==> config.mk <==
export PLATFORM = sky130hd
export DESIGN_NAME = pfs_select
export DESIGN_NICKNAME = d
export VERILOG_FILES = /design/src/hw/rtl/pfs_pkg.sv /design/src/hw/rtl/pfs_select.sv
export SDC_FILE = /design/constraint.sdc
export NUM_CORES = 2
export LEC_CHECK = 0
export ABC_AREA = 1
export ABC_CLOCK_PERIOD_IN_PS = 10400
export BUFFER_PORTS_ARGS = -buffer_cell sky130_fd_sc_hd__buf_2
export CAP_MARGIN = 40
export CORE_ASPECT_RATIO = 1.1
export CORE_MARGIN = 3
export CORE_UTILIZATION = 40
export CTS_CLUSTER_DIAMETER = 120
export DETAILED_ROUTE_END_ITERATION = 10
export GPL_ROUTABILITY_DRIVEN = 0
export GPL_TIMING_DRIVEN = 0
export SLEW_MARGIN = 20
export SYNTH_ARGS = -nofsm -noshare
export SYNTH_HDL_FRONTEND = slang
export SYNTH_SLANG_ARGS = --single-unit
==> constraint.sdc <==
create_clock -name clk_i -period 10.4 [get_ports clk_i]
set_input_delay 1.04 -clock clk_i [delete_from_list [all_inputs] [get_ports clk_i]]
set_output_delay 1.04 -clock clk_i [all_outputs]
set_load 0.01 [all_outputs]
==> src/hw/rtl/pfs_pkg.sv <==
`default_nettype none
package pfs_pkg;

  // Quotient bits produced by the per-lane restoring divider.
  localparam int unsigned DivSteps = 32;
  localparam int unsigned RateW = 16;
  localparam int unsigned AvgW = 32;
  localparam int unsigned WinW = 16;

  // Configuration register indexes.
  localparam logic CfgActiveUsers = 1'b0;
  localparam logic CfgEwmaSlots = 1'b1;

  typedef enum logic [2:0] {
    S_IDLE,
    S_SEL,
    S_PUSH,
    S_MUL,
    S_DIV
  } state_e;

  typedef struct packed {
    logic load;
    logic step;
  } lane_ctrl_t;

endpackage
`default_nettype wire

==> src/hw/rtl/pfs_select.sv <==
`default_nettype none
module pfs_select #(
  parameter int unsigned MAX_USERS = 8
) (
  input  wire logic                                   clk_i,
  input  wire logic                                   rst_ni,
  input  wire logic                                   start_i,
  input  wire logic [$clog2(MAX_USERS+1)-1:0]         n_i,
  input  wire logic [MAX_USERS-1:0][pfs_pkg::RateW-1:0] rate_i,
  input  wire logic [MAX_USERS-1:0][pfs_pkg::AvgW-1:0]  avg_i,
  output logic                                        done_o,
  output logic [$clog2(MAX_USERS)-1:0]                best_o,
  output logic [pfs_pkg::RateW-1:0]                   best_rate_o
);

  localparam int unsigned CW = $clog2(MAX_USERS + 1);
  localparam int unsigned UW = $clog2(MAX_USERS);

  logic                     busy_q, busy_d;
  logic [CW-1:0]            idx_q, idx_d;
  logic [UW-1:0]            best_q, best_d;
  logic [pfs_pkg::RateW-1:0] brate_q, brate_d;
  logic [pfs_pkg::AvgW-1:0]  bavg_q, bavg_d;
  logic [pfs_pkg::RateW-1:0] crate;
  logic [pfs_pkg::AvgW-1:0]  cavg;
  logic [47:0]              lhs, rhs;
  logic                     greater;

  always_comb begin
    crate = rate_i[idx_q[UW-1:0]];
    cavg = avg_i[idx_q[UW-1:0]];
    lhs = 48'(crate) * 48'(bavg_q);
    rhs = 48'(brate_q) * 48'(cavg);
    // A zero average is an infinite ratio; a tie keeps the lower index.
    greater = (bavg_q != '0) && ((cavg == '0) || (lhs > rhs));
    done_o = busy_q && (idx_q >= n_i);
    busy_d = busy_q;
    idx_d = idx_q;
    best_d = best_q;
    brate_d = brate_q;
    bavg_d = bavg_q;
    if (start_i) begin
      busy_d = 1'b1;
      idx_d = CW'(1);
      best_d = '0;
      brate_d = rate_i[0];
      bavg_d = avg_i[0];
    end else if (done_o) begin
      busy_d = 1'b0;
    end else if (busy_q) begin
      idx_d = idx_q + CW'(1);
      if (greater) begin
        best_d = idx_q[UW-1:0];
        brate_d = crate;
        bavg_d = cavg;
      end
    end
  end

  always_ff @(posedge clk_i or negedge rst_ni) begin
    if (!rst_ni) begin
      busy_q <= 1'b0;
    end else begin
      busy_q <= busy_d;
    end
  end

  always_ff @(posedge clk_i) begin
    idx_q <= idx_d;
    best_q <= best_d;
    brate_q <= brate_d;
    bavg_q <= bavg_d;
  end

  assign best_o = best_q;
  assign best_rate_o = brate_q;

endmodule
`default_nettype wire

* After elaboration in Yosys (flattened, before gate mapping) *
Cells that the tools add are included.

storage, ports and cells
  bits in registers = 56
  bits of input ports = 391

operators by class
  add/subtract/negate cells = 1
  multipliers = 2
  magnitude comparators = 3
  eq/ne operators = 1
  multiplexer cells = 14
  bitwise logic cells = 1
  reduce and logical (&&, ||, !) cells = 11

operators with widths
  operator                                            number
  two-way mux 32 bit                                  5
  binary-select mux 32 bit (select 3 bit)             1
  multiplier 16 x 32 -> 48 bit                        2
  two-way mux 16 bit                                  5
  binary-select mux 16 bit (select 3 bit)             1
  > comparator 48 bit                                 1
  logical NOT 32 bit                                  1
  nonzero test 32 bit                                 1
  AND reduction 3 bit                                 2
  nonzero test 2 bit                                  3
  adder 4 x 1 -> 4 bit, second input constant         1
  >= comparator 4 bit                                 1
  < comparator 3 x 4 -> 1 bit, second input constant  1
  logical AND 1 bit                                   2
  two-way mux 1 bit                                   2
  inequality test 2 bit, second input constant        1
  AND reduction 2 bit                                 1
  logical OR 1 bit                                    1
  inverter 1 bit                                      1

* Longest topological paths before layout *
  depth in word-level cells = 10
  gate-level depth with buffers = 47
  gate-level depth less buffers = 44

* Least setup slack after synthesis *
Ideal clock, no wire load.

  path kind = input to register
  start point = input port rate_i[84] in the netlist's numbering
  end point = register bavg_q[0] in the netlist's numbering, enable pin
  setup time = 0.407 ns
  arrival time = 8.546 ns
  slack = 1.448 ns
  stages = 38
  cell sequence = o21ai_0 o221ai_1 nand2_1 buf_2 buf_2 nor2_1 fa_1 inv_1 fa_1 fa_1 inv_1 fa_1 fa_1 inv_1 fa_1 inv_1 ha_1 nand2_1 [... 2 more ...] nor2_1 inv_1 nor3b_1 nor2_1 o21ai_0 xor2_1 ha_1 nand2_1 nor2_1 nor3b_1 nand3_1 nor2_1 nand2_1 nand3_1 nand2_1 nand2_2 nand2_1 nand2_1

on the way
  cells in the longest elaborated chain, start to end = 8

RTL lines
  what                                      RTL line          text
  start: declaration                        pfs_select.sv:9   input wire logic [MAX_USERS-1:0][pfs_pkg::RateW-1:0] rate_i,
  binary-select mux 16 bit (select 3 bit)   pfs_select.sv:30  crate = rate_i[idx_q[UW-1:0]];
  two-way mux 16 bit (not written as such)  pfs_select.sv:30
  multiplier 16 x 32 -> 48 bit              pfs_select.sv:32  lhs = 48'(crate) * 48'(bavg_q);
  > comparator 48 bit                       pfs_select.sv:35  greater = (bavg_q != '0) && ((cavg == '0) || (lhs > rhs));
  logical OR 1 bit                          pfs_select.sv:35
  logical AND 1 bit                         pfs_select.sv:35
  nonzero test 2 bit (no source line)       -
  AND reduction 3 bit (no source line)      -
  end signal: assignment                    pfs_select.sv:72  bavg_q <= bavg_d;
  end: declaration                          pfs_select.sv:23  logic [pfs_pkg::AvgW-1:0] bavg_q, bavg_d;

No other way between the ends. The select of a mux whose other input is x is not followed.
A chain may end at the register's enable or synchronous reset.

* Worst setup path in the final report *
  start point = register idx_q[0]
  end point = register bavg_q[31] in the netlist's numbering, enable pin

on the way
  cells in the longest elaborated chain, start to end = 8
  elaborated cells on any way between the ends = 15

RTL lines
  what                                                                                                RTL line                            text
  start: declaration                                                                                  pfs_select.sv:20                    logic [CW-1:0] idx_q, idx_d;
  start signal: assignment                                                                            pfs_select.sv:69                    idx_q <= idx_d;
  binary-select mux 16 bit (select 3 bit) or binary-select mux 32 bit (select 3 bit) (tied branches)  pfs_select.sv:30, pfs_select.sv:31
  two-way mux 16 bit (not written as such) or two-way mux 32 bit (tied branches)                      pfs_select.sv:30, pfs_select.sv:31
  multiplier 16 x 32 -> 48 bit, on equally long branches                                              pfs_select.sv:32, pfs_select.sv:33
  > comparator 48 bit                                                                                 pfs_select.sv:35
  logical OR 1 bit                                                                                    pfs_select.sv:35
  logical AND 1 bit                                                                                   pfs_select.sv:35
  nonzero test 2 bit (no source line)                                                                 -
  AND reduction 3 bit (no source line) (*)                                                            -

Every way passes the cells marked *; elsewhere a longest branch is shown, timed or not. The select of a mux whose other input is x is not followed.

==> impl_metrics.ini <==
[place]
port_buffers = 409
dpl.hpwl_um = 139000
pre_cts_slack_ps = -572

[critical_path]
critical_path.endpoint_type = register
critPathMaxFanout = 23
rr_worst_depth = 42
critPathSlowestCell = fa_1
cp_common_cell = nand2_1
required_ps = 10400
r2r-start = idx_q[0]
slowest_delay_ps = 570
startpoint = idx_q[0]
crit_type = register to register
critPathArrivalTime_ps = 9990
r2r_slack_ps = 410
r2r_end = bavg_q[31]
cp-start-kind = register

[timing]
tightest_slew_ps = 844
setup_viol = 0
skew_ps = 9.22
drv_slew = 0
layout_setup_ws_ps = 407
hold_viol = 0
fin_crit_ps = 9990
max_freq_mhz = 100
period_share_pct = 96.1
relSlewSlack_pct = 43.7
finalSetupTns_ps = 0

[detailed_routing]
vias = 38500
first_pass_iters = 7
drcViolationCount = 0
drtAntennaViolNets = 0
routed_via_density = 5.34
wl_um = 161000
dr.first_iter.drc_count = 3849
wl_per_cell_um = 22.4

[synthesis]
synth-edff-count = 48
avgSynthCellArea_um2 = 7.29
synth_cells = 5483
async_reset_ff_share_pct = 1.79
ys_ff_latch = 56
syn-cell-area_mm2 = 0.0400
synth_cell_type_count = 37
syn_nets = 7003
seq_area_frac_synth_pct = 4.02
synth_ff_type = edfxtp_1
yosys_warnings = 0

[clock_tree]
htreeDepth = 2
cts_tree = built
cts_made_buffers = 5
cts_sinks = 56
insertion_delay_ps = 290
clockRootBuffer = clkbuf_16
cts-hold-fix-buffers = 0
cts_buffer_depth = 2
clkTransAtPathRegs_ps = 80

[floorplan]
core-area_mm2 = 0.0982
pin_count = 411
die_w_um = 307
initial_core_util_pct = 40.7
rows = 120
dieArea_mm2 = 0.104
fp.dieH_um = 338

[min_path]
hp-class = register to register
worstHoldStart = idx_q[3]
whs_endpoint = idx_q[3]
worstHoldPathCells = 1

[global_route]
grt_pass1_vias = 39300
grt_usage_pct = 31.2
antenna_found_initial = 16
overflow = 0
grt_max_degree = 27
grt_pass1_wl_um = 243000

[cells_and_area]
mostFrequentLayoutCells = 1,413 x nand2_1, 1,215 x inv_1, 836 x fa_1
drive_gt1_share_pct = 10.0
fill_cells = 10300
final_common_cell = nand2_1
utilization_pct = 44.9
areaGrowthSynthToFinish_pct = 10.4
fin_nets = 7422

[outcome]
status = finished clean

[flow_run]
maxCapViolCount = 0
-- state kept, by name, indices dropped and copies added (netlist names) --
signal and count:
best_o 3, idx_q 4, bavg_q 32, best_rate_o 16
busy_q 1
-- critical path, delay by kind of cell, from the launching register on --
kind	cells	cell delay, ps
adders and majority gates	8	3730
xor gates and xnor gates	1	170
AOI/OAI and AO/OA	5	950
buffers and inverters	11	1930
and+or+nand+nor	17	2430
DFF	1	450
-- metrics by stage --
| stage | area, um^2 | std cells | hold slack (ps) |
|---|---|---|---|
| 2_1_floorplan | 40000 | 5483 | 427 |
| 3_3_place_gp | 43600 | 7173 | 448 |
| 3_5_place_dp | 43700 | 7177 | 453 |
| 4_1_cts | 43900 | 7184 | 467 |
| 5_1_grt | 44100 | 7195 | 499 |
| 6_report | 44100 | 7202 | 475 |
-- routing by layer --
layer | global-route usage (%) | vias up | share of wire [%]
li1 | - | 17000 | -
met1 | 39.4 | 18800 | 38
met2 | 49.8 | 2202 | 45
met3 | 8.01 | 450 | 11
met4 | 15.4 | 2 | 6.2
met5 | 0 | - | 0.0068
-- Yosys cell counts, types with 15 or more instances --
cell         n  share of area (%)
nor2_1     622                5.8
o21bai_1    15               0.28
nor4_1      15               0.23
buf_2       63               0.79
a21oi_1    156                2.0
xor2_1      51                1.1
buf_4       22               0.41
nor3_1      18               0.23
nand3_1    157                2.0
nand2_1   1422                 13
clkinv_1    25               0.23
o21ai_0    212                2.7
fa_1       836                 42
o221ai_1    36               0.79
edfxtp_1    48                3.6
clkbuf_1   121                1.1
ha_1       293                9.2
inv_1     1218                 11
a31oi_1     15               0.23
xnor2_1     37               0.81
-- layout make-up --
cell class,instances,area (um^2),share of cell area (%)
Multi-Input combinational cell,3949,32700,74.2
Inverter,1252,4730,10.7
Timing Repair Buffer,416,2120,4.81
Sequential cell,56,1610,3.65
Tap cell,1281,1600,3.63
Buffer,222,1130,2.56
Clock buffer,6,129,0.292
Antenna cell,18,45.0,0.102
Clock inverter,2,16.3,0.0369
-- worst max path at each step --
stage / slack [ps] / cells past startpoint / endpoint
floorplan: 1450 / 38 / bavg_q[0]
global placement: -1390 / 43 / bavg_q[26]
detailed placement: -570 / 44 / bavg_q[16]
CTS: 30 / 42 / bavg_q[0]
global route: -10 / 44 / bavg_q[31]
finish: 410 / 42 / bavg_q[31]
-- repair_timing --
action | CTS | global route
gates resized for setup | 17 | 81
endpoints found under the setup margin | 48 | 51
pin swaps | 0 | 2
gates cloned | 0 | 1
buffers inserted | 0 | 1
hold endpoints to repair | 0 | 0
-- cell families after synthesis --
logic type               after synthesis  share of synthesized area (%)
AO/OA/AOI/OAI                        467                           6.45
XOR/XNOR                              88                           1.93
adder cells (fa/ha/maj)             1129                           51.0
buffers and inverters               1479                           14.4
flip-flops                            56                           4.02
AND/OR/NAND/NOR                     2264                           22.1
Power is not shown: default switching activity piles up to over one toggle a cycle in this logic, so the estimate is an artifact.
