<file path="src/hw/rtl/pfs_pkg.sv">
`default_nettype none
package pfs_pkg;

  // Quotient bits produced by the per-lane restoring divider.
  localparam int unsigned DivSteps = 32;
  localparam int unsigned RateW = 16;
  localparam int unsigned AvgW = 32;
  localparam int unsigned WinW = 16;

  // Configuration register indexes.
  localparam logic CfgActiveUsers = 1'b0;
  localparam logic CfgEwmaSlots = 1'b1;

  typedef enum logic [2:0] {
    S_IDLE,
    S_SEL,
    S_PUSH,
    S_MUL,
    S_DIV
  } state_e;

  typedef struct packed {
    logic load;
    logic step;
  } lane_ctrl_t;

endpackage
`default_nettype wire

</file>
<file path="src/hw/rtl/pfs_lane.sv">
`default_nettype none
module pfs_lane (
  input  wire logic                           clk_i,
  input  wire logic                           rst_ni,
  input  wire pfs_pkg::lane_ctrl_t            ctrl_i,
  input  wire logic                           active_i,
  input  wire logic                           chosen_i,
  input  wire logic [pfs_pkg::RateW-1:0]      rate_i,
  input  wire logic [pfs_pkg::WinW-1:0]       win_i,
  input  wire logic                           wr_avg_i,
  output logic [pfs_pkg::AvgW-1:0]            avg_o
);

  logic [pfs_pkg::AvgW-1:0] avg_q, avg_d;
  logic [pfs_pkg::WinW:0]   rem_q, rem_d;
  logic [pfs_pkg::AvgW-1:0] quo_q, quo_d;
  logic [47:0]              acc;
  logic [pfs_pkg::WinW:0]   trial;
  logic                     fits;

  always_comb begin
    acc = 48'(avg_q) * 48'(win_i - 16'd1);
    if (chosen_i) begin
      acc = acc + {16'd0, rate_i, 16'd0};
    end
    trial = {rem_q[pfs_pkg::WinW-1:0], quo_q[pfs_pkg::AvgW-1]};
    fits = trial >= {1'b0, win_i};
    rem_d = rem_q;
    quo_d = quo_q;
    if (ctrl_i.load) begin
      rem_d = {1'b0, acc[47:32]};
      quo_d = acc[31:0];
    end else if (ctrl_i.step) begin
      rem_d = fits ? (trial - {1'b0, win_i}) : trial;
      quo_d = {quo_q[pfs_pkg::AvgW-2:0], fits};
    end
    avg_d = avg_q;
    // The write comes with the last division step, so the new quotient bit
    // is taken straight from the step logic.
    if (wr_avg_i && active_i) begin
      avg_d = quo_d;
    end
  end

  always_ff @(posedge clk_i or negedge rst_ni) begin
    if (!rst_ni) begin
      avg_q <= '0;
    end else begin
      avg_q <= avg_d;
    end
  end

  always_ff @(posedge clk_i) begin
    rem_q <= rem_d;
    quo_q <= quo_d;
  end

  assign avg_o = avg_q;

endmodule
`default_nettype wire

</file>
<file path="config.mk">
export PLATFORM = sky130hd
export DESIGN_NAME = pfs_lane
export DESIGN_NICKNAME = d
export VERILOG_FILES = /design/src/hw/rtl/pfs_pkg.sv /design/src/hw/rtl/pfs_lane.sv
export SDC_FILE = /design/constraint.sdc
export NUM_CORES = 2
export LEC_CHECK = 0
export BUFFER_PORTS_ARGS = -buffer_cell sky130_fd_sc_hd__buf_2
export CORE_ASPECT_RATIO = 1.5
export CORE_MARGIN = 1
export CORE_UTILIZATION = 30
export DETAILED_ROUTE_END_ITERATION = 10
export PLACE_DENSITY = 0.46
export SLEW_MARGIN = 10
export SYNTH_ARGS = -nofsm -noshare
export SYNTH_HDL_FRONTEND = slang
export SYNTH_SLANG_ARGS = --single-unit
</file>
<file path="constraint.sdc">
create_clock -name clk_i -period 7.2 [get_ports clk_i]
set_input_delay 1.44 -clock clk_i [delete_from_list [all_inputs] [get_ports clk_i]]
set_output_delay 1.44 -clock clk_i [all_outputs]
set_load 0.02 [all_outputs]
</file>
After elaboration in Yosys (flattened, before gate mapping)

Cells that the tools add are included.

$add $sub $neg: 3
Multiply operators: 1
Order comparisons: 1
Multiplexer cells: 6
Reduce and logical (&&, ||, !) cells: 2

Operator list:

| kind                                               | count |
|---|---|
| 2-to-1 mux 32 bit                                  | 2 |
| adder 48 x 32 -> 48 bit                            | 1 |
| multiplier 33 x 17 -> 48 bit                       | 1 |
| 2-to-1 mux 16 bit                                  | 3 |
| 2-to-1 mux 48 bit                                  | 1 |
| greater-or-equal comparator 17 x 16 -> 1 bit       | 1 |
| subtractor 16 x 1 -> 17 bit, second input constant | 1 |
| subtractor 16 bit                                  | 1 |
| nonzero test 2 bit                                 | 1 |
| logical AND 1 bit                                  | 1 |

Output and inout port bits: 32
Register bits after elaboration: 80
Input bits: 39

Logic depth before layout (Yosys ltp)

Word-level depth: 5
Mapped depth: 39
Gate-level depth less buffers: 38

Worst setup path before layout

OpenSTA, ideal clock, no wires.

Kind: input port to flip-flop
Start point: input win_i[7] in the netlist's numbering
End point: register rem_q[13] in the netlist's numbering (data pin)
Slack: -2533 ps
Data arrival time: 9474 ps
Required time: 6941 ps
Buffers on the path: 2
Cell stages on the path: 35
Cell sequence: inv_1 -> nand4_1 -> nor4_1 -> nand4_1 -> nor2_1 -> nand2_1 -> xnor2_1 -> clkbuf_1 -> and2_1 -> fa_1 -> fa_1 -> fa_1 -> fa_1 -> fa_1 -> fa_1 -> ha_1 -> buf_2 -> and3_1 -> and2_1 -> a21oi_1 -> a21boi_0 -> o21bai_1 -> a21o_1 -> xor2_1 -> ha_1 -> a21o_1 -> a21o_1 -> a21o_1 -> and2_1 -> o31ai_1 -> nand2_1 -> o2111ai_1 -> nor2_1 -> and4_1 -> o31a_1

Longest elaborated chain between the ends: 5
Elaborated cells on any way between the ends: 9
Those cells by class: add/sub: 3; mul: 1; order compare: 1; mux: 4

Ends and longest elaborated chain:

| what                         | line           | RTL |
|---|---|---|
| start, declared              | pfs_lane.sv:9  | `input wire logic [pfs_pkg::WinW-1:0] win_i,` |
| subtractor 16 x 1 -> 17 bit  | pfs_lane.sv:22 | `acc = 48'(avg_q) * 48'(win_i - 16'd1);` |
| multiplier 33 x 17 -> 48 bit | pfs_lane.sv:22 |  |
| adder 48 x 32 -> 48 bit      | pfs_lane.sv:24 | `acc = acc + {16'd0, rate_i, 16'd0};` |
| 2-to-1 mux 48 bit            | pfs_lane.sv:23 | `if (chosen_i) begin` |
| 2-to-1 mux 16 bit (*)        | pfs_lane.sv:30 | `if (ctrl_i.load) begin` |
| net rem_d (one bit)          | pfs_lane.sv:15 | `logic [pfs_pkg::WinW:0] rem_q, rem_d;` |
| end signal, assigned         | pfs_lane.sv:54 | `rem_q <= rem_d;` |
| end, declared                | pfs_lane.sv:15 |  |

Mark *: on every way through the listed nets, which the timed path passes. The rest lies on a longest branch. The select of a mux whose other input is x is not followed.
A chain may end at the register's enable or synchronous reset.

Worst setup path in the final report

Start point: input win_i[6] in the netlist's numbering
End point: register rem_q[15] in the netlist's numbering (data pin)

The elaborated chain is that of the path after synthesis.

==> results.sh <==
export IMPL_slew_headroom=0.2925
export IMPL_fin_crit_sh=1.321
export IMPL_ant_nets=0
export IMPL_drive_above_1_share=0.3034
export IMPL_status="complete, but fails checks"
export IMPL_num_rows=125
export IMPL_grtUsageMet2=0.4372
export IMPL_timing_rr_start="avg_o[7]"
export IMPL_finalWirelength_um=86930
export IMPL_synth_flop_cell="dfxtp_1"
export IMPL_ys_seq_area_frac=0.08135
export IMPL_netlist_instances=2734
export IMPL_cp_max_fo=5
export IMPL_synth_async_reset_ratio=0.4000
export IMPL_use_met1=0.2289
export IMPL_grt_total_usage=0.2219
export IMPL_slowest_delay_ns=0.58
export IMPL_cts_hold_buffers_added=0
export IMPL_io_pins=71
export IMPL_hold_end="avg_o[25]"
export IMPL_synthToLayoutAreaGrowth_pct=35.59
export IMPL_nets=3898
export IMPL_clock_skew_ns=0.01644
export IMPL_cpMostUsedCell="fa_1"
export IMPL_drc=0
export IMPL_grt_pass1_vias=23359
export IMPL_grt_first_pass_wirelength_um=134000
export IMPL_die_x_um=231.1
export IMPL_layout_min_cycle_time_ns=9.514
export IMPL_crit_type="primary input to register"
export IMPL_grt_busiest_layer="met2"
export IMPL_numCtsBuffers=9
export IMPL_hold_ws_ns=0.5759
export IMPL_viasPerCell=4.862
export IMPL_worst_setup_path_start_kind="primary input"
export IMPL_drt_iter0_drc=892
export IMPL_start_util=0.3039
export IMPL_placed_cells=4142
export IMPL_synth_seq_cells=80
export IMPL_violations="negative setup slack"
export IMPL_hold_depth=1
export IMPL_max_freq_mhz=105.1
export IMPL_grt_util_met3=0.01888
export IMPL_overflow=0
export IMPL_tritoncts="built"
export IMPL_synth_area_per_cell_um2=8.641
export IMPL_die_area_mm2=0.07990
export IMPL_cp_buffers_inverters=5
export IMPL_worst_path_max_delay_cell="fa_2"
export IMPL_clockBufferDepth=2
export IMPL_core_area_mm2=0.07773
export IMPL_io_buffers=70
export IMPL_gp_routability_congestion=0.9192
export IMPL_cts_root_buffer="clkbuf_16"
export IMPL_fin_util=0.4121
export IMPL_crit_arrival_ns=9.71
export IMPL_vias=20674
export IMPL_cts_sinks=80
export IMPL_instances_no_fill=4252
export IMPL_synth_edf_count=16
export IMPL_tightest_slew_ns=1.061
export IMPL_r2r_cells=28
export IMPL_dp_hpwl_um=68570
export IMPL_worstSkewPairLatency_ns=0.37
export IMPL_clk_pin_slew_ns=0.07
export IMPL_antenna_found_initial=1
export IMPL_routedWlPerCell_um=20.44
export IMPL_r2r_slack_ns=-0.75
export IMPL_setup_ws_ns=-2.314
export IMPL_h_tree_depth=3
export IMPL_maxCapViolations=0
export IMPL_yosysWarnings=0
export IMPL_hold_violations=0
export IMPL_synth_area_mm2=0.02363
export IMPL_hp_class="register to register"
export IMPL_worstHoldStart="avg_o[25]"
export IMPL_setup_viol=50
export IMPL_r2r_end="rem_q[15]"
export IMPL_slew_viol_final=0
export IMPL_worstPathRequired_ns=7.39
export IMPL_synth_nets=3404
export IMPL_ys_types=89
export IMPL_rsz0062_at_grt="true"
export IMPL_cp_end_kind="register"
export IMPL_critPathTopFamily="adder cells"
export IMPL_die_h_um=345.7
export IMPL_drt_first_pass_iters=5
export IMPL_grt_max_degree=69
[what timing repair did]
item | CTS | global route
gates resized for setup | 213 | 166
endpoints found under the setup margin | 53 | 58
hold endpoints to repair | 0 | 0
pin swaps | 51 | 60
buffers inserted | 46 | 41
cloned | 12 | 1
[cell usage after synthesis (all sizes together), types with 13 or more instances]
| master | count | share of area |
|---|---|---|
| xor2 | 22 | 0.0082 |
| nand3 | 31 | 0.0066 |
| nor2b | 80 | 0.021 |
| mux2 | 34 | 0.016 |
| clkbuf | 117 | 0.019 |
| and3 | 13 | 0.0034 |
| nor3 | 30 | 0.0068 |
| ha | 180 | 0.095 |
| a211oi | 21 | 0.0067 |
| o21ai | 74 | 0.016 |
| buf | 25 | 0.0064 |
| a21oi | 96 | 0.021 |
| and2 | 145 | 0.038 |
| mux2i | 36 | 0.015 |
| nand4 | 17 | 0.0054 |
| inv | 536 | 0.085 |
| nand2 | 409 | 0.065 |
| dfrtp | 32 | 0.034 |
| fa | 451 | 0.38 |
| or2 | 20 | 0.0053 |
| nor2 | 81 | 0.013 |
| a21o | 33 | 0.010 |
| xnor2 | 56 | 0.021 |
| edfxtp | 16 | 0.020 |
| dfxtp | 32 | 0.027 |
[final cells by class]
class | count | area (um2)
inverters | 536 | 2024
multi-input cells | 1976 | 20990
clock inverters | 5 | 42.54
diodes | 3 | 7.507
well taps | 1016 | 1271
fillers | 7743 | 45700
repair buffers | 625 | 5538
clock buffers | 11 | 242.7
flip-flops and latches | 80 | 1922
[per-layer routing]
layer  vias up  routed length [um]  share of wire
li1       9465                   -              -
met1     10612               30950           0.36
met2       416               48930           0.56
met3       181                2074          0.024
met4         0                4974          0.057
met5         -                   0              0
[placed cells by master, fill, tap and decap left out, types with 14 or more instances in the layout]
cell / instances
nand2_1: 386
dfxtp_1: 32
ha_1: 145
a21o_1: 31
buf_2: 64
nor2b_1: 77
nor2_1: 69
fa_1: 436
nand2_2: 14
edfxtp_1: 16
inv_2: 24
fa_2: 15
dfrtp_1: 32
ha_4: 31
xnor2_1: 33
and2_1: 130
a21oi_1: 64
or2_2: 18
a211oi_1: 16
inv_1: 508
mux2_2: 29
o21ai_0: 46
nand4_1: 15
buf_12: 47
xor2_1: 15
nand3_1: 23
mux2i_1: 35
and2_4: 15
nor3_1: 18
buf_6: 42
buf_4: 458
a21oi_2: 24
[metrics by stage]
| step | setup TNS, ns | area (um2) | setup slack [ns] |
|---|---|---|---|
| floorplan | -66.32 | 23840 | -2.094 |
| global placement | -119.85 | 28850 | -3.076 |
| detailed placement | -120.87 | 28850 | -3.118 |
| CTS | -84.75 | 30990 | -2.287 |
| global route | -99.55 | 32030 | -2.574 |
| finish | -85.42 | 32030 | -2.314 |
[worst register-to-register path: cells and delay by family, from the launching register on]
kind / cells / cell delay [ns]
flops: 1 / 0.46
simple gates: 5 / 1.07
fa+ha+maj: 8 / 3.73
compound gates: 10 / 1.92
xor+xnor: 1 / 0.18
buf+inv: 4 / 0.42
[state kept, by name, summed over array words and instances (netlist names)]
name,flops
rem_q,16
avg_o,32
quo_q,32
[cell families after synthesis]
logic type,count (synthesis),share of synthesized area
AOI/OAI and AO/OA,327,0.09162
adders and majority gates,631,0.4775
DFF,80,0.08135
and+or+nand+nor,870,0.1788
buffers and inverters,678,0.1102
xor gates and xnor gates,78,0.02892
muxes,70,0.03162
[worst max path at each step]
stage	start	cells after the start	to	slack [ns]
2_1_floorplan	win_i[0]	37	rem_q[13]	-2.09
3_3_place_gp	win_i[2]	30	rem_q[15]	-3.08
3_5_place_dp	win_i[2]	30	rem_q[15]	-3.12
4_1_cts	win_i[7]	36	rem_q[15]	-2.29
5_1_grt	win_i[6]	37	rem_q[7]	-2.57
6_report	win_i[6]	35	rem_q[15]	-2.31
Power is left out: the tool's default activity adds up to more than one toggle a clock period on the data nets, which glitch-free logic cannot reach.
